`config.mk`:
```
export PLATFORM = sky130hd
export DESIGN_NAME = cpu_subset_instruction_execute_flat
export DESIGN_NICKNAME = d
export VERILOG_FILES = /design/src/rtl/core/cse_pkg.sv /design/src/rtl/core/cse_if.sv /design/src/rtl/core/cse_exec.sv /design/src/rtl/core/cse_out_reg.sv /design/src/rtl/core/cpu_subset_instruction_execute.sv /design/src/flat_wrapper.sv
export VERILOG_INCLUDE_DIRS = /design/src /design/src/rtl/core
export SDC_FILE = /design/constraint.sdc
export NUM_CORES = 1
export LEC_CHECK = 0
export ABC_CLOCK_PERIOD_IN_PS = 18970
export BUFFER_PORTS_ARGS = -buffer_cell sky130_fd_sc_hd__buf_4
export CORE_ASPECT_RATIO = 1.4
export CORE_MARGIN = 3
export CORE_UTILIZATION = 35
export DETAILED_ROUTE_END_ITERATION = 10
export HOLD_SLACK_MARGIN = 0.08
export SLEW_MARGIN = 10
export SYNTH_ARGS = -nofsm -noshare
export SYNTH_HDL_FRONTEND = slang
export SYNTH_SLANG_ARGS = --single-unit
```
`constraint.sdc`:
```
create_clock -name clk -period 18.97 [get_ports clk]
set_clock_uncertainty 0.05 [all_clocks]
set_input_delay 0 -clock clk [delete_from_list [all_inputs] [get_ports clk]]
set_output_delay 0 -clock clk [all_outputs]
set_load 0.05 [all_outputs]
```
`src/rtl/core/cpu_subset_instruction_execute_defines.svh`:
```
// Assertion macros shared by the execute block.
`ifndef CPU_SUBSET_INSTRUCTION_EXECUTE_DEFINES_SVH
`define CPU_SUBSET_INSTRUCTION_EXECUTE_DEFINES_SVH

// Same-cycle implication, sampled on clk, off while rst_n is low.
`define CSE_ASSERT_IMP(lbl, ante, cons) \
  lbl: assert property (@(posedge clk) disable iff (!rst_n) (ante) |-> (cons)) \
    else $error("cse assertion failed");

// Next-cycle implication, sampled on clk, off while rst_n is low.
`define CSE_ASSERT_NXT(lbl, ante, cons) \
  lbl: assert property (@(posedge clk) disable iff (!rst_n) (ante) |=> (cons)) \
    else $error("cse assertion failed");

`endif

```
`src/rtl/core/cse_pkg.sv`:
```
// Types, flag positions and opcodes of the instruction execute block.
package cse_pkg;

  localparam int unsigned FLAG_W = 10;

  localparam int unsigned FL_C = 0;
  localparam int unsigned FL_Z = 1;
  localparam int unsigned FL_I = 2;
  localparam int unsigned FL_D = 3;
  localparam int unsigned FL_X = 4;
  localparam int unsigned FL_M = 5;
  localparam int unsigned FL_V = 6;
  localparam int unsigned FL_N = 7;
  localparam int unsigned FL_B = 8;
  localparam int unsigned FL_E = 9;

  localparam logic [15:0]       SP_RESET    = 16'h01ff;
  localparam logic [FLAG_W-1:0] FLAGS_RESET = 10'h230;

  localparam logic [7:0] OP_SEI = 8'h78;
  localparam logic [7:0] OP_CLC = 8'h18;
  localparam logic [7:0] OP_XCE = 8'hfb;
  localparam logic [7:0] OP_PHK = 8'h4b;
  localparam logic [7:0] OP_PLB = 8'hab;
  localparam logic [7:0] OP_REP = 8'hc2;
  localparam logic [7:0] OP_SEP = 8'he2;
  localparam logic [7:0] OP_LDX = 8'ha2;
  localparam logic [7:0] OP_LDY = 8'ha0;
  localparam logic [7:0] OP_LDA = 8'ha9;
  localparam logic [7:0] OP_TXS = 8'h9a;
  localparam logic [7:0] OP_TCD = 8'h5b;
  localparam logic [7:0] OP_STY = 8'h8c;
  localparam logic [7:0] OP_STA = 8'h8d;
  localparam logic [7:0] OP_STX = 8'h8e;
  localparam logic [7:0] OP_STZ = 8'h9c;
  localparam logic [7:0] OP_DEX = 8'hca;
  localparam logic [7:0] OP_BNE = 8'hd0;
  localparam logic [7:0] OP_NOP = 8'hea;
  localparam logic [7:0] OP_JML = 8'h5c;
  localparam logic [7:0] OP_BIT = 8'h2c;

  typedef struct packed {
    logic [7:0] opcode;
    logic [7:0] b1;
    logic [7:0] b2;
    logic [7:0] b3;
    logic [7:0] pulled;
  } cse_instr_t;

  typedef struct packed {
    logic [15:0]       pc;
    logic [7:0]        pbank;
    logic [7:0]        dbank;
    logic [15:0]       dpage;
    logic [15:0]       acc;
    logic [15:0]       x;
    logic [15:0]       y;
    logic [15:0]       sp;
    logic [FLAG_W-1:0] flags;
  } cse_state_t;

  typedef struct packed {
    logic [15:0]       next_pc;
    logic [7:0]        program_bank;
    logic [15:0]       direct_page;
    logic [2:0]        cycle_count;
    logic [1:0]        write_count;
    logic [23:0]       write_address;
    logic [15:0]       write_data;
    logic [FLAG_W-1:0] status_flags;
    logic [15:0]       accumulator;
    logic [15:0]       index_x;
    logic [15:0]       index_y;
    logic [15:0]       stack_pointer;
  } cse_result_t;

endpackage

```
`src/rtl/core/cse_if.sv`:
```
// Handshake channels of the execute block: instruction in, result out, config write.
interface cse_in_if;
  logic       valid;
  logic       ready;
  logic [7:0] opcode;
  logic [7:0] operand_first;
  logic [7:0] operand_second;
  logic [7:0] operand_third;
  logic [7:0] pulled_byte;

  modport source (output valid, output opcode, output operand_first,
                  output operand_second, output operand_third, output pulled_byte,
                  input ready);
  modport sink (input valid, input opcode, input operand_first,
                input operand_second, input operand_third, input pulled_byte,
                output ready);
endinterface

interface cse_out_if;
  logic        valid;
  logic        ready;
  logic [15:0] next_pc;
  logic [7:0]  program_bank;
  logic [15:0] direct_page;
  logic [2:0]  cycle_count;
  logic [1:0]  write_count;
  logic [23:0] write_address;
  logic [15:0] write_data;
  logic [9:0]  status_flags;
  logic [15:0] accumulator;
  logic [15:0] index_x;
  logic [15:0] index_y;
  logic [15:0] stack_pointer;

  modport source (output valid, output next_pc, output program_bank,
                  output direct_page, output cycle_count, output write_count,
                  output write_address, output write_data, output status_flags,
                  output accumulator, output index_x, output index_y,
                  output stack_pointer, input ready);
  modport sink (input valid, input next_pc, input program_bank,
                input direct_page, input cycle_count, input write_count,
                input write_address, input write_data, input status_flags,
                input accumulator, input index_x, input index_y,
                input stack_pointer, output ready);
endinterface

interface cse_cfg_if;
  logic        valid;
  logic        ready;
  logic [15:0] data;

  modport source (output valid, output data, input ready);
  modport sink (input valid, input data, output ready);
endinterface

```
`src/rtl/core/cse_exec.sv`:
```
// Combinational execute of one instruction against the register file.
module cse_exec
  import cse_pkg::*;
(
  input  cse_instr_t  instr_i,
  input  cse_state_t  state_i,
  output cse_state_t  state_o,
  output cse_result_t result_o
);

  cse_state_t        st;
  logic [2:0]        cycles;
  logic [1:0]        pcadd;
  logic [1:0]        wcount;
  logic [23:0]       waddr;
  logic [15:0]       wdata;
  logic              emu;
  logic              m8;
  logic              x8;
  logic              fix;
  logic              s8;
  logic [15:0]       sval;
  logic [FLAG_W-1:0] mask;
  logic [7:0]        lo;
  logic [15:0]       dec;

  always_comb begin
    st     = state_i;
    cycles = '0;
    pcadd  = '0;
    wcount = '0;
    waddr  = '0;
    wdata  = '0;
    emu    = state_i.flags[FL_E];
    m8     = state_i.flags[FL_M];
    x8     = state_i.flags[FL_X];
    fix    = 1'b0;
    s8     = 1'b0;
    sval   = '0;
    mask   = '0;
    lo     = state_i.x[7:0] - 8'd1;
    dec    = state_i.x - 16'd1;

    case (instr_i.opcode)
      OP_SEI: begin
        st.flags[FL_I] = 1'b1;
        pcadd = 2'd1; cycles = 3'd2;
      end
      OP_CLC: begin
        st.flags[FL_C] = 1'b0;
        pcadd = 2'd1; cycles = 3'd2;
      end
      OP_XCE: begin
        st.flags[FL_C] = emu;
        st.flags[FL_E] = state_i.flags[FL_C];
        fix = 1'b1;
        pcadd = 2'd1; cycles = 3'd2;
      end
      OP_PHK: begin
        wcount = 2'd1;
        waddr  = {8'h00, state_i.sp};
        wdata  = {8'h00, (emu ? 8'h00 : state_i.pbank)};
        st.sp  = state_i.sp - 16'd1;
        pcadd = 2'd1; cycles = 3'd3;
      end
      OP_PLB: begin
        st.dbank       = instr_i.pulled;
        st.flags[FL_Z] = (instr_i.pulled == 8'h00);
        st.flags[FL_N] = instr_i.pulled[7];
        st.sp          = state_i.sp + 16'd1;
        pcadd = 2'd1; cycles = 3'd4;
      end
      OP_REP, OP_SEP: begin
        // in emulation bit 4 of the mask lands on B; M and X are untouched
        if (emu) begin
          mask = {1'b0, instr_i.b1[4], instr_i.b1[7:6], 2'b00, instr_i.b1[3:0]};
        end else begin
          mask = {2'b00, instr_i.b1};
        end
        if (instr_i.opcode == OP_REP) begin
          st.flags = state_i.flags & ~mask;
        end else begin
          st.flags = state_i.flags | mask;
        end
        fix = 1'b1;
        pcadd = 2'd2; cycles = 3'd3;
      end
      OP_LDX: begin
        if (x8) begin
          st.x[7:0] = instr_i.b1;
          st.flags[FL_Z] = (instr_i.b1 == 8'h00);
          st.flags[FL_N] = instr_i.b1[7];
          pcadd = 2'd2; cycles = 3'd2;
        end else begin
          st.x = {instr_i.b2, instr_i.b1};
          st.flags[FL_Z] = ({instr_i.b2, instr_i.b1} == 16'h0000);
          st.flags[FL_N] = instr_i.b2[7];
          pcadd = 2'd3; cycles = 3'd3;
        end
      end
      OP_LDY: begin
        if (x8) begin
          st.y[7:0] = instr_i.b1;
          st.flags[FL_Z] = (instr_i.b1 == 8'h00);
          st.flags[FL_N] = instr_i.b1[7];
          pcadd = 2'd2; cycles = 3'd2;
        end else begin
          st.y = {instr_i.b2, instr_i.b1};
          st.flags[FL_Z] = ({instr_i.b2, instr_i.b1} == 16'h0000);
          st.flags[FL_N] = instr_i.b2[7];
          pcadd = 2'd3; cycles = 3'd3;
        end
      end
      OP_LDA: begin
        if (m8) begin
          st.acc[7:0] = instr_i.b1;
          st.flags[FL_Z] = (instr_i.b1 == 8'h00);
          st.flags[FL_N] = instr_i.b1[7];
          pcadd = 2'd2; cycles = 3'd2;
        end else begin
          st.acc = {instr_i.b2, instr_i.b1};
          st.flags[FL_Z] = ({instr_i.b2, instr_i.b1} == 16'h0000);
          st.flags[FL_N] = instr_i.b2[7];
          pcadd = 2'd3; cycles = 3'd3;
        end
      end
      OP_TXS: begin
        st.sp = emu ? {8'h01, state_i.x[7:0]} : state_i.x;
        pcadd = 2'd1; cycles = 3'd2;
      end
      OP_TCD: begin
        st.dpage       = state_i.acc;
        st.flags[FL_Z] = (state_i.acc == 16'h0000);
        st.flags[FL_N] = state_i.acc[15];
        pcadd = 2'd1; cycles = 3'd2;
      end
      OP_STY, OP_STA, OP_STX, OP_STZ: begin
        s8   = (instr_i.opcode == OP_STA || instr_i.opcode == OP_STZ) ? m8 : x8;
        sval = (instr_i.opcode == OP_STY) ? state_i.y :
               (instr_i.opcode == OP_STA) ? state_i.acc :
               (instr_i.opcode == OP_STX) ? state_i.x : 16'h0000;
        waddr  = {state_i.dbank, instr_i.b2, instr_i.b1};
        wcount = s8 ? 2'd1 : 2'd2;
        wdata  = s8 ? {8'h00, sval[7:0]} : sval;
        pcadd  = 2'd3;
        cycles = s8 ? 3'd4 : 3'd5;
      end
      OP_DEX: begin
        if (x8) begin
          st.x[7:0]      = lo;
          st.flags[FL_Z] = (lo == 8'h00);
          st.flags[FL_N] = lo[7];
        end else begin
          st.x           = dec;
          st.flags[FL_Z] = (dec == 16'h0000);
          st.flags[FL_N] = dec[15];
        end
        pcadd = 2'd1; cycles = 3'd2;
      end
      OP_BNE: begin
        if (!state_i.flags[FL_Z]) begin
          st.pc  = state_i.pc + 16'd2 + {{8{instr_i.b1[7]}}, instr_i.b1};
          cycles = 3'd3;
        end else begin
          pcadd = 2'd2; cycles = 3'd2;
        end
      end
      OP_NOP: begin
        pcadd = 2'd1; cycles = 3'd2;
      end
      OP_JML: begin
        st.pc    = {instr_i.b2, instr_i.b1};
        st.pbank = instr_i.b3;
        cycles   = 3'd4;
      end
      OP_BIT: begin
        pcadd  = 2'd3;
        cycles = m8 ? 3'd4 : 3'd5;
      end
      default: begin
        cycles = 3'd0;
      end
    endcase

    // keep sizes consistent after XCE, REP or SEP rewrite the flags
    if (fix) begin
      if (st.flags[FL_E]) begin
        st.flags[FL_M] = 1'b1;
        st.flags[FL_X] = 1'b1;
      end
      if (st.flags[FL_X]) begin
        st.x[15:8] = 8'h00;
        st.y[15:8] = 8'h00;
      end
    end

    st.pc = st.pc + {14'd0, pcadd};
  end

  assign state_o = st;

  assign result_o.next_pc       = st.pc;
  assign result_o.program_bank  = st.pbank;
  assign result_o.direct_page   = st.dpage;
  assign result_o.cycle_count   = cycles;
  assign result_o.write_count   = wcount;
  assign result_o.write_address = waddr;
  assign result_o.write_data    = wdata;
  assign result_o.status_flags  = st.flags;
  assign result_o.accumulator   = st.acc;
  assign result_o.index_x       = st.x;
  assign result_o.index_y       = st.y;
  assign result_o.stack_pointer = st.sp;

endmodule

```
`src/rtl/core/cse_out_reg.sv`:
```
// Result register that holds one result word until the consumer takes it.
module cse_out_reg
  import cse_pkg::*;
(
  input  logic          clk,
  input  logic          rst_n,
  input  logic          load,
  input  cse_result_t   result_i,
  output logic          can_load,
  cse_out_if.source     out_ch
);

  logic        out_vld_r;
  cse_result_t res_r;

  assign can_load = !out_vld_r || out_ch.ready;

  always_ff @(posedge clk) begin
    if (!rst_n) begin
      out_vld_r <= 1'b0;
    end else if (can_load) begin
      out_vld_r <= load;
    end
  end

  always_ff @(posedge clk) begin
    if (load) begin
      res_r <= result_i;
    end
  end

  assign out_ch.valid         = out_vld_r;
  assign out_ch.next_pc       = res_r.next_pc;
  assign out_ch.program_bank  = res_r.program_bank;
  assign out_ch.direct_page   = res_r.direct_page;
  assign out_ch.cycle_count   = res_r.cycle_count;
  assign out_ch.write_count   = res_r.write_count;
  assign out_ch.write_address = res_r.write_address;
  assign out_ch.write_data    = res_r.write_data;
  assign out_ch.status_flags  = res_r.status_flags;
  assign out_ch.accumulator   = res_r.accumulator;
  assign out_ch.index_x       = res_r.index_x;
  assign out_ch.index_y       = res_r.index_y;
  assign out_ch.stack_pointer = res_r.stack_pointer;

endmodule

```
`src/rtl/core/cpu_subset_instruction_execute.sv`:
```
// Top level of the instruction execute block: input stage, register file, execute, result.
`include "cpu_subset_instruction_execute_defines.svh"

// Executes one pre-fetched instruction word per clock while the consumer
// keeps ready high. An accepted word is held in the input register; the
// execute logic then reads it together with the register file (PC, banks,
// direct page, A, X, Y, SP and the ten flags), updates the register file
// and loads the result register once that register can take it, so each
// result word passes through the input register and then the result
// register. The rate is set by the combinational loop from the register
// file through the execute logic back into the register file.
// The result register stalls the execute stage only while the consumer
// holds ready low. The reset vector comes from the configuration channel
// (always ready); until the first instruction after reset executes, the PC
// follows that register, so a vector written after reset still applies.
// Unknown opcodes change nothing and report a cycle count of zero.
module cpu_subset_instruction_execute
  import cse_pkg::*;
(
  input  logic       clk,
  input  logic       rst_n,
  cse_in_if.sink     in_ch,
  cse_out_if.source  out_ch,
  cse_cfg_if.sink    cfg_ch
);

  logic        in_vld_r;
  cse_instr_t  instr_r;
  cse_state_t  state_r;
  cse_state_t  state_nxt;
  cse_state_t  exec_state;
  cse_result_t exec_res;
  logic [15:0] rst_vec_r;
  logic        vec_pend_r;
  logic        can_load;
  logic        exec_fire;

  // config port never stalls; writes must arrive only while idle, which the block itself does not enforce
  assign cfg_ch.ready = 1'b1;

  always_ff @(posedge clk) begin
    if (!rst_n) begin
      rst_vec_r <= 16'h0000;
    end else if (cfg_ch.valid) begin
      rst_vec_r <= cfg_ch.data;
    end
  end

  // execute whenever a word is held and the result register can take it
  assign exec_fire   = in_vld_r && can_load;
  assign in_ch.ready = !in_vld_r || exec_fire;

  // input stage: advance on every handshake slot, hold while stalled
  always_ff @(posedge clk) begin
    if (!rst_n) begin
      in_vld_r <= 1'b0;
    end else if (in_ch.ready) begin
      in_vld_r <= in_ch.valid;
    end
  end

  always_ff @(posedge clk) begin
    if (in_ch.valid && in_ch.ready) begin
      instr_r.opcode <= in_ch.opcode;
      instr_r.b1     <= in_ch.operand_first;
      instr_r.b2     <= in_ch.operand_second;
      instr_r.b3     <= in_ch.operand_third;
      instr_r.pulled <= in_ch.pulled_byte;
    end
  end

  // substitute the reset vector for the PC until the first instruction runs
  always_comb begin
    exec_state = state_r;
    if (vec_pend_r) begin
      exec_state.pc = rst_vec_r;
    end
  end

  cse_exec u_exec (
    .instr_i  (instr_r),
    .state_i  (exec_state),
    .state_o  (state_nxt),
    .result_o (exec_res)
  );

  // register file: commit the executed state
  always_ff @(posedge clk) begin
    if (!rst_n) begin
      state_r.pc    <= 16'h0000;
      state_r.pbank <= 8'h00;
      state_r.dbank <= 8'h00;
      state_r.dpage <= 16'h0000;
      state_r.acc   <= 16'h0000;
      state_r.x     <= 16'h0000;
      state_r.y     <= 16'h0000;
      state_r.sp    <= SP_RESET;
      state_r.flags <= FLAGS_RESET;
      vec_pend_r    <= 1'b1;
    end else if (exec_fire) begin
      state_r    <= state_nxt;
      vec_pend_r <= 1'b0;
    end
  end

  cse_out_reg u_out_reg (
    .clk      (clk),
    .rst_n    (rst_n),
    .load     (exec_fire),
    .result_i (exec_res),
    .can_load (can_load),
    .out_ch   (out_ch)
  );

  `CSE_ASSERT_NXT(a_fire_fills_out, exec_fire, out_ch.valid)
  `CSE_ASSERT_NXT(a_vector_consumed, exec_fire, !vec_pend_r)
  `CSE_ASSERT_IMP(a_unknown_no_write, out_ch.valid && out_ch.cycle_count == 3'd0, out_ch.write_count == 2'd0)
  `CSE_ASSERT_IMP(a_x8_high_clear, state_r.flags[FL_X], state_r.x[15:8] == 8'h00 && state_r.y[15:8] == 8'h00)
  `CSE_ASSERT_IMP(a_emu_sizes, state_r.flags[FL_E], state_r.flags[FL_M] && state_r.flags[FL_X])

endmodule
```
`src/flat_wrapper.sv`:
```
// flat-port wrapper written by rule: the top's interface ports become plain ports
module cpu_subset_instruction_execute_flat import cse_pkg::*;
  (clk, rst_n, in_ch_valid, in_ch_opcode, in_ch_operand_first, in_ch_operand_second, in_ch_operand_third, in_ch_pulled_byte, in_ch_ready, out_ch_valid, out_ch_next_pc, out_ch_program_bank, out_ch_direct_page, out_ch_cycle_count, out_ch_write_count, out_ch_write_address, out_ch_write_data, out_ch_status_flags, out_ch_accumulator, out_ch_index_x, out_ch_index_y, out_ch_stack_pointer, out_ch_ready, cfg_ch_valid, cfg_ch_data, cfg_ch_ready);
  cse_in_if in_ch_i ();
  cse_out_if out_ch_i ();
  cse_cfg_if cfg_ch_i ();
  input  logic clk;
  input  logic rst_n;
  input wire logic [$bits(in_ch_i.valid)-1:0] in_ch_valid;
  input wire logic [$bits(in_ch_i.opcode)-1:0] in_ch_opcode;
  input wire logic [$bits(in_ch_i.operand_first)-1:0] in_ch_operand_first;
  input wire logic [$bits(in_ch_i.operand_second)-1:0] in_ch_operand_second;
  input wire logic [$bits(in_ch_i.operand_third)-1:0] in_ch_operand_third;
  input wire logic [$bits(in_ch_i.pulled_byte)-1:0] in_ch_pulled_byte;
  output wire logic [$bits(in_ch_i.ready)-1:0] in_ch_ready;
  output wire logic [$bits(out_ch_i.valid)-1:0] out_ch_valid;
  output wire logic [$bits(out_ch_i.next_pc)-1:0] out_ch_next_pc;
  output wire logic [$bits(out_ch_i.program_bank)-1:0] out_ch_program_bank;
  output wire logic [$bits(out_ch_i.direct_page)-1:0] out_ch_direct_page;
  output wire logic [$bits(out_ch_i.cycle_count)-1:0] out_ch_cycle_count;
  output wire logic [$bits(out_ch_i.write_count)-1:0] out_ch_write_count;
  output wire logic [$bits(out_ch_i.write_address)-1:0] out_ch_write_address;
  output wire logic [$bits(out_ch_i.write_data)-1:0] out_ch_write_data;
  output wire logic [$bits(out_ch_i.status_flags)-1:0] out_ch_status_flags;
  output wire logic [$bits(out_ch_i.accumulator)-1:0] out_ch_accumulator;
  output wire logic [$bits(out_ch_i.index_x)-1:0] out_ch_index_x;
  output wire logic [$bits(out_ch_i.index_y)-1:0] out_ch_index_y;
  output wire logic [$bits(out_ch_i.stack_pointer)-1:0] out_ch_stack_pointer;
  input wire logic [$bits(out_ch_i.ready)-1:0] out_ch_ready;
  input wire logic [$bits(cfg_ch_i.valid)-1:0] cfg_ch_valid;
  input wire logic [$bits(cfg_ch_i.data)-1:0] cfg_ch_data;
  output wire logic [$bits(cfg_ch_i.ready)-1:0] cfg_ch_ready;
  assign in_ch_i.valid = in_ch_valid;
  assign in_ch_i.opcode = in_ch_opcode;
  assign in_ch_i.operand_first = in_ch_operand_first;
  assign in_ch_i.operand_second = in_ch_operand_second;
  assign in_ch_i.operand_third = in_ch_operand_third;
  assign in_ch_i.pulled_byte = in_ch_pulled_byte;
  assign in_ch_ready = in_ch_i.ready;
  assign out_ch_valid = out_ch_i.valid;
  assign out_ch_next_pc = out_ch_i.next_pc;
  assign out_ch_program_bank = out_ch_i.program_bank;
  assign out_ch_direct_page = out_ch_i.direct_page;
  assign out_ch_cycle_count = out_ch_i.cycle_count;
  assign out_ch_write_count = out_ch_i.write_count;
  assign out_ch_write_address = out_ch_i.write_address;
  assign out_ch_write_data = out_ch_i.write_data;
  assign out_ch_status_flags = out_ch_i.status_flags;
  assign out_ch_accumulator = out_ch_i.accumulator;
  assign out_ch_index_x = out_ch_i.index_x;
  assign out_ch_index_y = out_ch_i.index_y;
  assign out_ch_stack_pointer = out_ch_i.stack_pointer;
  assign out_ch_i.ready = out_ch_ready;
  assign cfg_ch_i.valid = cfg_ch_valid;
  assign cfg_ch_i.data = cfg_ch_data;
  assign cfg_ch_ready = cfg_ch_i.ready;
  cpu_subset_instruction_execute u_core (.clk(clk), .rst_n(rst_n), .in_ch(in_ch_i), .out_ch(out_ch_i), .cfg_ch(cfg_ch_i));
endmodule
```
=== Word level (Yosys, flattened, before mapping) ===
Cells that the tools add are included.

* Register bits: 340
* Input bits: 61

* Eq/ne operators: 21
* Bitwise logic cells: 3
* Reductions and logical operators: 23
* Multiplexer cells: 59
* $add $sub $neg: 7

{| class="wikitable"
|+ Operators with widths
! cell !! count
|-
| $mux 16 || 10
|-
| $eq 8x8->1 const B || 15
|-
| $pmux 16 s2 || 3
|-
| $mux 8 || 11
|-
| $logic_not 16->1 || 3
|-
| $pmux 16 s3 || 1
|-
| $pmux 24 s2 || 1
|-
| $eq 8x7->1 const B || 4
|-
| $sub 16x1->16 const B || 2
|-
| $logic_not 8->1 || 3
|-
| $pmux 3 s8 || 1
|-
| $mux 10 || 2
|-
| $add 16x1->16 const B || 1
|-
| $add 16x16->16 || 1
|-
| $add 16x2->16 || 1
|-
| $add 16x2->16 const B || 1
|-
| $mux 1 || 16
|-
| $pmux 1 s6 || 2
|-
| $pmux 2 s6 || 1
|-
| $and 10x10->10 || 1
|-
| $mux 2 || 5
|-
| $not 10->10 || 1
|-
| $or 10x10->10 || 1
|-
| $mux 9 || 1
|-
| other kinds (17) || 25
|}

=== Logic depth before layout (Yosys ltp) ===
Gate-level depths: netlist of run 1.

* Depth in word-level cells: 11
* Gate-level depth with buffers: 18

=== Modules after synthesis ===
A second synthesis of run 1 with hierarchy kept.

* Cells, all modules: 1,812
* Area total of the unflattened synthesis: 17,749.5 sq um

{| class="wikitable"
|+ Modules (own cells, without submodules)
! module !! area each (sq um) !! times used !! cells an instance
|-
| cpu_subset_instruction_execute || 6,811.5 || 1 || 677
|-
| cse_exec || 6,114.6 || 1 || 972
|-
| cse_out_reg || 4,823.4 || 1 || 163
|}

=== Worst setup path after synthesis of run 1 ===
OpenSTA, ideal clock, no wires.

* Kind: flip-flop to flip-flop
* Start point: register u_core.u_out_reg.out_vld_r, in the netlist u_core.u_out_reg.out_ch.valid
* End point: register u_core.u_out_reg.res_r, in the netlist u_core.u_out_reg.out_ch.accumulator[0], enable pin
* Data required time: 18.335 ns
* Arrival time: 5.670 ns
* Setup time: 0.585 ns
* Slack: 12.665 ns
* Stages on the path, launching flop included: 6
* Cells stage by stage: dfxtp_1 -> nor2b_1 -> nand2b_1 -> inv_1 -> clkbuf_1 -> clkbuf_1

* Longest elaborated chain between the ends: 3

{| class="wikitable"
|+ RTL lines
! item !! line !! RTL
|-
| start: declaration || cse_out_reg.sv:13 || <nowiki>logic out_vld_r;</nowiki>
|-
| start signal: assignment || cse_out_reg.sv:22 || <nowiki>out_vld_r <= load;</nowiki>
|-
| $logic_not 1->1 || cse_out_reg.sv:16 || <nowiki>assign can_load = !out_vld_r || out_ch.ready;</nowiki>
|-
| $logic_or 1x1->1 || cse_out_reg.sv:16 ||
|-
| $logic_and 1x1->1 || cpu_subset_instruction_execute.sv:50 || <nowiki>assign exec_fire = in_vld_r && can_load;</nowiki>
|-
| via u_core.exec_fire || cpu_subset_instruction_execute.sv:36 || <nowiki>logic exec_fire;</nowiki>
|-
| end signal: assignment || cse_out_reg.sv:28 || <nowiki>res_r <= result_i;</nowiki>
|-
| end: declaration || cse_out_reg.sv:14 || <nowiki>cse_result_t res_r;</nowiki>
|}

The timed path passes the listed nets, and every way through them passes these cells.
A chain may end at the register's enable or synchronous reset.

==> results of run 1 <==
cell usage in the layout, fill, tap and decap left out, types with 6 or more instances in the layout:
| master | Yosys | routed |
|---|---|---|
| a211oi_1 | 13 | 13 |
| o211ai_1 | 10 | 10 |
| nand4_1 | 7 | 7 |
| clkbuf_16 | 0 | 37 |
| o21ai_0 | 65 | 65 |
| dfxtp_1 | 141 | 141 |
| nand2b_1 | 15 | 14 |
| a21o_1 | 10 | 10 |
| ha_1 | 47 | 47 |
| nor3b_1 | 6 | 6 |
| a22o_1 | 18 | 18 |
| dlygate4sd3_1 | 0 | 76 |
| mux2i_1 | 33 | 33 |
| edfxtp_1 | 199 | 199 |
| nor2_1 | 187 | 186 |
| and2_1 | 14 | 13 |
| or4_1 | 6 | 6 |
| or3_1 | 7 | 7 |
| a21oi_1 | 112 | 112 |
| a221o_1 | 8 | 8 |
| nor3_1 | 58 | 58 |
| nand2_1 | 242 | 242 |
| a31oi_1 | 10 | 10 |
| and3_1 | 15 | 15 |
| nor4_1 | 11 | 11 |
| inv_1 | 28 | 27 |
| a22oi_1 | 9 | 9 |
| clkbuf_1 | 73 | 9 |
| xor2_1 | 10 | 10 |
| buf_4 | 2 | 238 |
| o21a_1 | 10 | 10 |
| xnor2_1 | 22 | 22 |
| mux2_2 | 50 | 50 |
| nand3_1 | 21 | 21 |
| a222oi_1 | 19 | 19 |
| nor2b_1 | 12 | 12 |
| a32oi_1 | 6 | 6 |
Yosys cell counts (all sizes together), types with 5 or more instances:
library cell | n | area [um^2]
a32oi | 6 | 52.6
nand2b | 15 | 93.8
nand2 | 243 | 915
and2 | 14 | 87.6
o21a | 10 | 75.1
a31oi | 10 | 62.6
nand3 | 22 | 115
nor2b | 12 | 75.1
nand4 | 8 | 65.1
a221o | 8 | 80.1
a22o | 18 | 158
o22ai | 5 | 31.3
edfxtp | 199 | 5980
a21o | 10 | 75.1
o21ai | 67 | 335
ha | 47 | 588
and3 | 15 | 93.8
or4 | 6 | 45.0
dfxtp | 141 | 2820
mux2 | 50 | 563
xor2 | 10 | 87.6
or2 | 5 | 31.3
o211ai | 10 | 75.1
a21oi | 112 | 561
inv | 29 | 109
xnor2 | 22 | 193
nor4b | 6 | 58.8
buf | 21 | 100
nand3b | 5 | 37.5
nor3b | 7 | 57.6
or3 | 8 | 55.1
clkbuf | 74 | 279
a22oi | 9 | 67.6
a31o | 6 | 52.6
nor3 | 63 | 347
nor4 | 15 | 136
mux2i | 33 | 330
nor2 | 189 | 714
a222oi | 19 | 190
a211oi | 14 | 110
logic make-up (layout without fill, tap and decap cells):
| family | after synthesis | after routing | share of synthesized area (%) |
|---|---|---|---|
| flip-flops | 340 | 340 | 53.1 |
| multiplexers | 83 | 83 | 5.39 |
| XOR/XNOR | 32 | 32 | 1.69 |
| adder cells (fa/ha/maj) | 50 | 50 | 3.91 |
| AO/OA/AOI/OAI | 350 | 350 | 14.2 |
| buffers and inverters | 124 | 409 | 2.95 |
| other | 1 | 1 | 0.0226 |
| AND/OR/NAND/NOR | 649 | 649 | 18.7 |
sequential cells by signal, indices dropped and copies added, names as in the netlist, 10 cells and up:
register / count
u_core.u_out_reg.out_ch.index_x: 16
u_core.rst_vec_r: 16
u_core.u_out_reg.out_ch.status_flags: 10
u_core.exec_state: 106
u_core.u_out_reg.out_ch.write_address: 24
u_core.u_out_reg.out_ch.accumulator: 16
u_core.u_out_reg.out_ch.stack_pointer: 16
u_core.u_out_reg.out_ch.next_pc: 16
u_core.u_out_reg.out_ch.index_y: 16
u_core.u_out_reg.out_ch.write_data: 16
u_core.u_out_reg.out_ch.direct_page: 16
u_core.instr_r: 40
u_core.state_r: 16
final cells by class:
type,instances,area [um^2],area share (%)
Sequential cell,340,8800,42.5
Tap cell,617,772,3.73
Multi-Input combinational cell,1165,7290,35.3
Timing Repair Buffer,314,2550,12.3
Clock inverter,19,190,0.919
Inverter,29,118,0.568
Clock buffer,47,973,4.70
worst reg2reg max path: stages (launching register included):
cell and delay [ps]:
edfxtp_1 610, nand2b_1 300, nor3b_1 310, nand4b_1 580
nor2_1 820, nor2_1 190, nand4_1 220, ha_1 190
inv_1 60, fa_1 480, or4_1 540, a21boi_0 180
a21oi_1 60, o21ai_1 180, nand2_1 70, a21oi_1 160
how the worst max path moves through the flow:
stage	end	slack (ps)	depth (start not counted)
finish	u_core.state_r[110]	13880	15
global route	u_core.state_r[110]	13400	15
CTS	u_core.state_r[110]	13940	15
detailed placement	u_core.state_r[110]	13970	15
global placement	u_core.state_r[110]	14070	15
floorplan	u_core.u_out_reg.out_ch.accumulator[0]	12670	5
routing by layer:
metal	GRT usage, %	vias up	share of wire [%]
li1	-	6495	-
met1	25.4	6673	39
met2	38.1	515	52
met3	2.25	121	4.8
met4	8.36	0	4.2
met5	0	-	0
power by group through the flow:
| stage | logic, mW | clock network (mW) | registers (mW) |
|---|---|---|---|
| 2_1_floorplan | 0.116 | 0 | 0.902 |
| 3_3_place_gp | 0.234 | 0 | 0.862 |
| 3_5_place_dp | 0.236 | 0 | 0.862 |
| 4_1_cts | 0.251 | 0.714 | 0.847 |
| 5_1_grt | 0.270 | 0.738 | 0.849 |
| 6_report | 0.250 | 0.697 | 0.847 |
through the flow:
stage               std cells  cell area [um^2]  util [%]  hold slack [ps]
CTS                      2531             20700      44.6              102
global route             2531             20700      44.6              124
global placement         2389             18800      40.4              130
detailed placement       2389             18800      40.4              130
finish                   2531             20700      44.6              119
floorplan                1629             16600         -             48.9
==> results.md, run 1 <==
* Status: completed
* TritonCTS Buffers at 36
* Worst slew margin at a little under a third
* Power share of the sequential group at 47.2%
* CP bufs+invs at 1
* Post-synthesis cell count at between 1500 and 2000
* Initial DRC Count at 1316
* GPL Wtd Cong at around 0.95
* I/O pins at 223
* Leak at 7.97 nW
* Tmin final at between 5000 and 6000 ps
* Clock power frac at 38.9%
* Setup tns final at 0 ps
* Family with the most delay on the worst path: simple AND/OR/NAND/NOR gates
* Final hold vios at 0
* Vias in the first global route at 13300
* Net Switching at 491 uW
* Register-to-Register Path Depth at 15
* Hold Startpoint: in_ch_operand_first[3]
* CP peak stage delay at 820 ps
* Post-CTS setup buffers at 0
* Cell Rows at 93
* Fin. max-slew vios at 0
* Pre-CTS setup slack at 13970 ps
* Sequential share of the synthesized area at between 50% and 60%
* Clk_lat worst skew at 550 ps
* Post-CTS sizing at 0
* First-pass GRT wire length at 81800 um
* Die W at 190 um
* Layout Nets at 1997
* Crit end category: register
* Setup Crit Path Kind: register to register
* Syn Area/Cell at 10.2 um^2
* Net Sw Frac at 27.4%
* Gate power share at 13.9%
* Core region area at 46400 um^2
* Endpoints failing setup at 0
* Worst slew pin tran at 1050 ps
* CP startpoint: u_core.instr_r[36]
* Reg2reg end: u_core.state_r[110]
* Total of max-cap violations at 0
* Initial antenna violation count at 0
* Die area at 50000 um^2
* Root Driver: clkbuf_16
* FILL cells at ~4400
* IO buf count at 221
* Largest net degree at the start of global routing at about 140
* Fmax at 0.197 GHz
* # diodes at 0
* H-Tree Depth at 2
* Clock transition at the registers of the reported paths at 70 ps
* CP Data Required Time at around 19000 ps
* GRT Overall Usage at a little over a fifth
* DRT Wirelength at 54700 um
* WL/cell at between 20 and 25 um
* Cell chain of the critical path: nand2b_1, nor3b_1, nand4b_1, nor2_1, nor2_1, nand4_1, ha_1, inv_1, fa_1, or4_1, a21boi_0, a21oi_1, o21ai_1, nand2_1, a21oi_1
* Ys flop type: edfxtp_1
* Seq cells post-synth at 340
* Final total power at approximately 1.8 mW
* Layout cells sized above 1 at 20.1%
* Yosys cell types at 91
* Die height at 263 um
* Via/cell ratio at 5.45
* Clock Sinks at 340
* Crit start category: register
* Drt drc at 0
* WHS Path Cells at 2
* Power per Cell Area at between 80 and 90 nW/um^2
* Hold Buf Count CTS at 76
* Synth Warn # at 0
* Max FO, Critical Path at 16
* R2R Setup Slk at 13880 ps
* Cell area after synthesis at approximately 17000 um^2
* Hold Path Class: input port to register
* Final worst path period share at 26.8%
* Hold Path End: u_core.instr_r[27]
* Post-DRT Antenna Nets at 0
* Crit path max-delay cell type: nor2_1
* Initial Util at 35.7%
* CTS Buffer Depth at 3
* Area Growth Syn to Fin at 24.9%
* Grt total ovfl at 0
* P_int at 1.30 mW
* DR vias at between 10000 and 15000
* Ys async rst share at 0%
* 1st-pass router iterations at 7
* Worst R2R Start: u_core.instr_r[36]
* Critical path arrival at 5490 ps
* Post-synth EDFFs at 199
* VDD IR max at roughly 0.000052 V
* Final Worst Setup Slack at 13880 ps
* CTS tree: built
* Syn Nets at 1740
* Post-DP HPWL at 39200 um
* RSZ-0062 raised after global routing: no
No activity file was read; power rests on OpenSTA's default activity.
==> run 2: changes to the inputs <==
ABC_CLOCK_PERIOD_IN_PS = 5300   (was 18970)
clock period = 5.3 ns   (was 18.97 ns; I/O delays follow)
==> run 2 against run 1 <==
Worst setup slack lost 13000 ps. Global-route usage up 0.25 points. Die area unchanged. Register-to-register slack worse by 13000 ps. Power rose to 3.7 times the previous value. Via count rose by 0.64%. First-iteration DRC count shrank 6.4%. Maximum frequency rose by 13%. Sequential power increased to 3.6 times the previous value. Clock power rose to 4.0 times the previous value. Critical path type unchanged. Critical endpoint unchanged.
==> results.md, run 2 (synthesized netlist as in run 1, its figures left out) <==
* Status: completed
* Power share of the sequential group at 45.3%
* Area Growth Syn to Fin at 26.2%
* Hold WS at 125 ps
* Total of max-cap violations at 0
* Fmax at 0.222 GHz
* Endpoints failing setup at 0
* Clk_lat worst skew at 540 ps
* Crit path max-delay cell type: or4_1
* Register area at about 8800 um^2
* Cell Rows at 93
* Clock transition at the registers of the reported paths at 60 ps
* VDD IR max at 0.000193 V
* Setup tns final at 0 ps
* 1st-pass router iterations at 7
* Die W at 190 um
* Critical path arrival at 4910 ps
* CTS tree: built
* Pre-CTS setup slack at 820 ps
* Largest net degree at the start of global routing at between 90 and 100
* Via/cell ratio at approximately 5.5
* Crit start category: register
* CP peak stage delay at ~540 ps
* CP bufs+invs at 2
* Post-CTS sizing at 0
* P_int at 4.93 mW
* RSZ-0062 raised after global routing: no
* Net Sw Frac at 26.6%
* Placed Instances at between 2000 and 2500
* Hold Path Class: input port to register
* Multi-input combinational cell area at 7290 um^2
* CP Data Required Time at ~5700 ps
* DR vias at between 10000 and 15000
* Initial Util at 35.7%
* Die area at 50000 um^2
* Grt total ovfl at 0
* Final worst path period share at 84.9%
* Setup Crit Path Kind: register to register
* WL/cell at between 20 and 25 um
* Core region area at 46400 um^2
* Drt drc at 0
* GRT Overall Usage at between 20% and 30%
* Layout Nets at 2005
* Worst slew margin at 26.0%
* Largest register FFs at 106
* Clock power frac at 41.5%
* Tmin final at between 4000 and 5000 ps
* Max FO, Critical Path at 13
* I/O pins at 223
* First-pass GRT wire length at 82600 um
* Layout cells sized above 1 at roughly a fifth
* Commonest non-fill, non-tap cell in the layout: buf_4
* DRT Wirelength at 55100 um
* Vias in the first global route at 13400
* Crit end category: register
* Power per Cell Area at around 320 nW/um^2
* Gate power share at 13.3%
* Initial DRC Count at between 1000 and 1500
* Worst slew pin tran at 1110 ps
* FILL cells at 4359
* Root Driver: clkbuf_16
* TritonCTS Buffers at 36
* GPL Wtd Cong at between 0.9 and 1
* Initial antenna violation count at 0
* Non-filler cells, final at between 2000 and 3000
* Fin. max-slew vios at 0
* CTS Buffer Depth at 3
* Final hold vios at 0
* Leak at about 8 nW
* Final instance area at 20900 um^2
* Net Switching at 1.78 mW
* Family with the most delay on the worst path: simple AND/OR/NAND/NOR gates
* Commonest non-fill, non-tap cells in the layout: buf_4, nand2_1, edfxtp_1
* Die height at 263 um
* Cell chain of the critical path: nor2b_1, and3_1, nand2_1, inv_1, nor2_1, nand4_1, ha_1, inv_1, fa_1, or4_1, a21boi_0, a21oi_1, o21ai_1, nand2_1, a21oi_1
* IO buf count at 221
* Clock Sinks at 340
* Post-DRT Antenna Nets at 0
* H-Tree Depth at 2
* Post-DP HPWL at 39400 um
* Final Worst Setup Slack at between 800 and 900 ps
* Post-DP Area at 18800 um^2
[run 2: cell types whose count changed in the layout (fill, tap and decap cells not counted), moves of 4 or more]
cell / before / now
clkbuf_8: 1 / 5
buf_4: 238 / 246
bufinv_16: 2 / 7
clkbuf_1: 9 / 4
[run 2: metal layers]
| layer | GRT usage, % | vias up | share of wire, % |
|---|---|---|---|
| met5 | 0 | - | 0 |
| met4 | 9.88 | 0 | 5.0 |
| met3 | 2.84 | 146 | 5.7 |
| met2 | 37.5 | 524 | 51 |
| met1 | 25.7 | 6722 | 39 |
| li1 | - | 6501 | - |
[run 2: through the flow]
| step | utilization (%) | power, mW |
|---|---|---|
| 2_1_floorplan | - | 3.64 |
| 4_1_cts | 45.0 | 6.76 |
| 6_report | 45.0 | 6.71 |
| 5_1_grt | 45.0 | 6.94 |
| 3_5_place_dp | 40.5 | 3.93 |
| 3_3_place_gp | 40.5 | 3.92 |
[run 2: what timing repair did]
action                                 4_1_cts  5_1_grt
hold buffers                                76        0
endpoints found under the hold margin       83        0
buffers inserted                             0        0
[run 2: cell type report]
class | count | share of cell area (%)
diodes | 1 | 0.0120
clock buffers | 45 | 4.71
clock inverters | 21 | 1.57
inverters | 29 | 0.563
multi-input cells | 1165 | 34.9
flip-flops and latches | 340 | 42.1
well taps | 617 | 3.69
repair buffers | 322 | 12.5
[run 2: power groups by stage]
stage          logic, mW  registers, mW  clock network [mW]
2_1_floorplan      0.415           3.22                   0
3_3_place_gp       0.831           3.09                   0
3_5_place_dp       0.839           3.09                   0
4_1_cts            0.891           3.04                2.84
5_1_grt            0.960           3.05                2.93
6_report           0.889           3.04                2.78
[run 2: path summary, 6_finish.rpt]
path | start | end | slack, ps | depth (start not counted)
worst max-delay path | u_core.instr_r[34] | u_core.state_r[110] | 800 | 15
worst min-delay path | in_ch_operand_first[6] | u_core.instr_r[30] | 130 | 2
worst max register to register | u_core.instr_r[34] | u_core.state_r[110] | 800 | 15
worst min register to register | u_core.exec_state[91] | u_core.exec_state[91] | 400 | 2
[run 2: worst register-to-register path, delay by kind of cell, from the launching register on]
kind | cells | cell delay [ps]
AO/OA/AOI/OAI | 4 | 580
adder cells (fa/ha/maj) | 2 | 690
buffers and inverters | 2 | 460
flip-flops | 1 | 530
AND/OR/NAND/NOR | 7 | 2120
==> run 3: changes to the inputs <==
ABC_AREA = 1   (was unset)
ABC_CLOCK_PERIOD_IN_PS = 4100   (was 5300)
clock period = 4.1 ns   (was 5.3 ns; I/O delays follow)
==> run 3 against run 2 <==
Worst setup slack worse by 430 ps. Synthesized area is 2.3% higher. First-iteration DRC count is 4.8% higher. Final cell count is 16% higher. Non-clock buffer count is 19 higher. Via count is 9.2% higher. Register-to-register slack worse by 430 ps. Maximum frequency is 21% higher. Utilization is 0.18 points higher.
==> results.md, run 3 <==
* Status: completed
* I/O pins at 223
* Syn Area/Cell at 8.53 um^2
* Post-DRT Antenna Nets at 0
* # diodes at 0
* Final worst path period share at between 90% and 100%
* Fmax at 0.268 GHz
* Initial DRC Count at 1291
* Grt total ovfl at 0
* Compound-Gate Fraction of Synth Area at 16.6%
* Die W at 192 um
* CTS Buffer Depth at 3
* Crit start category: register
* Clk_lat worst skew at 550 ps
* Most frequent cell after synthesis: nand2_1
* Register-to-Register Path Depth at 23
* Synth Area in XOR/XNOR at 1.19%
* Max FO, Critical Path at 9
* Largest register FFs at 106
* First-pass GRT wire length at around 87000 um
* TritonCTS Buffers at 36
* Yosys cell types at 54
* VDD IR max at 0.000271 V
* Tmin final at 3730 ps
* Critical path arrival at between 3000 and 4000 ps
* Commonest non-fill, non-tap cell in the layout: nand2_1
* Synth Area in Simple Gates at 17.3%
* Seq cells post-synth at 340
* Hold Path End: u_core.instr_r[28]
* Post-CTS setup buffers at 0
* Commonest non-fill, non-tap cells in the layout: nand2_1, inv_1, buf_4
* Die height at between 200 and 300 um
* Vias in the first global route at 14600
* Top post-synthesis cells by count: nand2_1, inv_1, o21ai_0
* H-Tree Depth at 2
* Layout Nets at 2404
* RSZ-0062 raised after global routing: no
* Synth Warn # at 0
* Synth Area in Adders at 3.83%
* Largest family of logic cells by synthesized area: simple AND/OR/NAND/NOR gates
* Final hold vios at 0
* Worst R2R Start: u_core.vec_pend_r
* Power per Cell Area at 405 nW/um^2
* Worst slew pin tran at 908 ps
* Setup Crit Path Kind: register to register
* Total of max-cap violations at 0
* Hold Startpoint: in_ch_operand_first[4]
* Root Driver: clkbuf_16
* R2R Setup Slk at 370 ps
* Sequential share of the synthesized area at between 50% and 60%
* Cell Rows at 94
* Mux share of post-synthesis cell area at 0.0591%
* Drt drc at 0
* Endpoints failing setup at 0
* Initial Util at 35.7%
* Area Growth Syn to Fin at 26.5%
* CP Data Required Time at 4340 ps
* Top cells by area, synth: edfxtp_1, dfxtp_1, o21ai_0, nand2_1, inv_1
* Layout cells sized above 1 at 16.3%
* 1st-pass router iterations at 6
* Cell taking the most area after synthesis: edfxtp_1
* Clock Sinks at 340
* Clock transition at the registers of the reported paths at 60 ps
* Via/cell ratio at 5.16
* Die area at 51100 um^2
* Hold WS at 122 ps
* WHS Path Cells at 2
* GRT Overall Usage at 22.4%
* DRT Wirelength at 58600 um
* Ys flop type: edfxtp_1
* GPL Wtd Cong at just under 1
* CTS tree: built
* Syn Nets at 2097
* Synth top area share at 35.3%
* Ys async rst share at 0%
* Crit end category: register
* IO buf count at about 220
* Hold Path Class: input port to register
* Core region area at 47400 um^2
* Final total power at 8.69 mW
* Post-synthesis cell count at just under 2000
* Post-synth EDFFs at 199
* Leak at around 9.5 nW
* Post-DP HPWL at between 40000 and 50000 um
* DR vias at ~15000
* Largest net degree at the start of global routing at 129
* Fin. max-slew vios at 0
* FILL cells at 4606
* Cell area after synthesis at 16900 um^2
* Initial antenna violation count at 0
* Reg2reg end: u_core.u_out_reg.out_ch.next_pc[15]
* Worst slew margin at 39.4%
* WL/cell at 19.9 um
## run 3: kinds of logic after synthesis
| family | Yosys count |
|---|---|
| other | 1 |
| xor gates and xnor gates | 23 |
| and+or+nand+nor | 656 |
| muxes | 1 |
| buffers and inverters | 396 |
| DFF | 340 |
| adders and majority gates | 50 |
| AOI/OAI and AO/OA | 519 |
## run 3: what timing repair did
item	4_1_cts	5_1_grt
endpoints found under the setup margin	4	11
hold endpoints to repair	91	0
hold buffers	92	0
gates resized for setup	1	5
cloned	0	0
## run 3: worst max-delay path, stage by stage, from the launching register on
cell and delay (ps):
dfxtp_1 520, inv_1 140, nand2_1 80, nand2_1 80, inv_1 120, ha_1 240
inv_1 50, ha_1 230, inv_1 90, fa_1 460, inv_1 90, nand3_1 90
nand2_1 140, nand2_1 90, nand3_1 70, nand2_1 50, nor2_1 120, nor2_1 100
a21oi_1 200, nand3_2 110, nor2_4 120, nand3_1 80, nand2_1 120, inv_1 60
## run 3: layout make-up
type	count	area, um^2	share of cell area [%]
clock buffer	44	961	4.49
clock inverter	21	200	0.935
inverter	324	1230	5.75
multi-input combinational	1250	6630	31.0
sequential	340	8800	41.1
tap	624	781	3.64
timing repair buffer	341	2820	13.1
## run 3: where the power goes
| group | switching, mW | leakage (nW) | internal, mW |
|---|---|---|---|
| combinational | 1.01 | 5.93 | 0.474 |
| clock | 1.43 | 0.564 | 1.82 |
| sequential | 0.126 | 3.03 | 3.83 |
| total | 2.56 | 9.53 | 6.12 |
## run 3: per-stage QoR
stage          cell area [um^2]  util (%)  std cells  TNS [ps]  worst slack [ps]
2_1_floorplan             16900         -       1986         0               209
3_5_place_dp              19300      40.8       2787     -17.3             -17.3
5_1_grt                   21400      45.2       2944         0              18.1
3_3_place_gp              19300      40.8       2787     -36.8             -36.8
6_report                  21400      45.2       2944         0               369
4_1_cts                   21400      45.2       2944         0               147
## run 3: routing by layer
metal	up-vias	share of wire, %	track usage [%]
met4	0	7.3	14.3
met3	189	4.5	2.57
met5	-	0	0
met1	7183	37	24.9
met2	498	51	40.2
li1	7308	-	-
## run 3: worst max-delay path by stage
stage	from	end	cells past startpoint
3_3_place_gp	u_core.instr_r[38]	u_core.u_out_reg.out_ch.next_pc[14]	18
4_1_cts	u_core.instr_r[38]	u_core.u_out_reg.out_ch.next_pc[14]	18
6_report	u_core.vec_pend_r	u_core.u_out_reg.out_ch.next_pc[15]	23
3_5_place_dp	u_core.instr_r[38]	u_core.u_out_reg.out_ch.next_pc[14]	18
5_1_grt	u_core.vec_pend_r	u_core.u_out_reg.out_ch.next_pc[14]	23
2_1_floorplan	u_core.u_out_reg.out_ch.valid	u_core.u_out_reg.out_ch.accumulator[0]	5
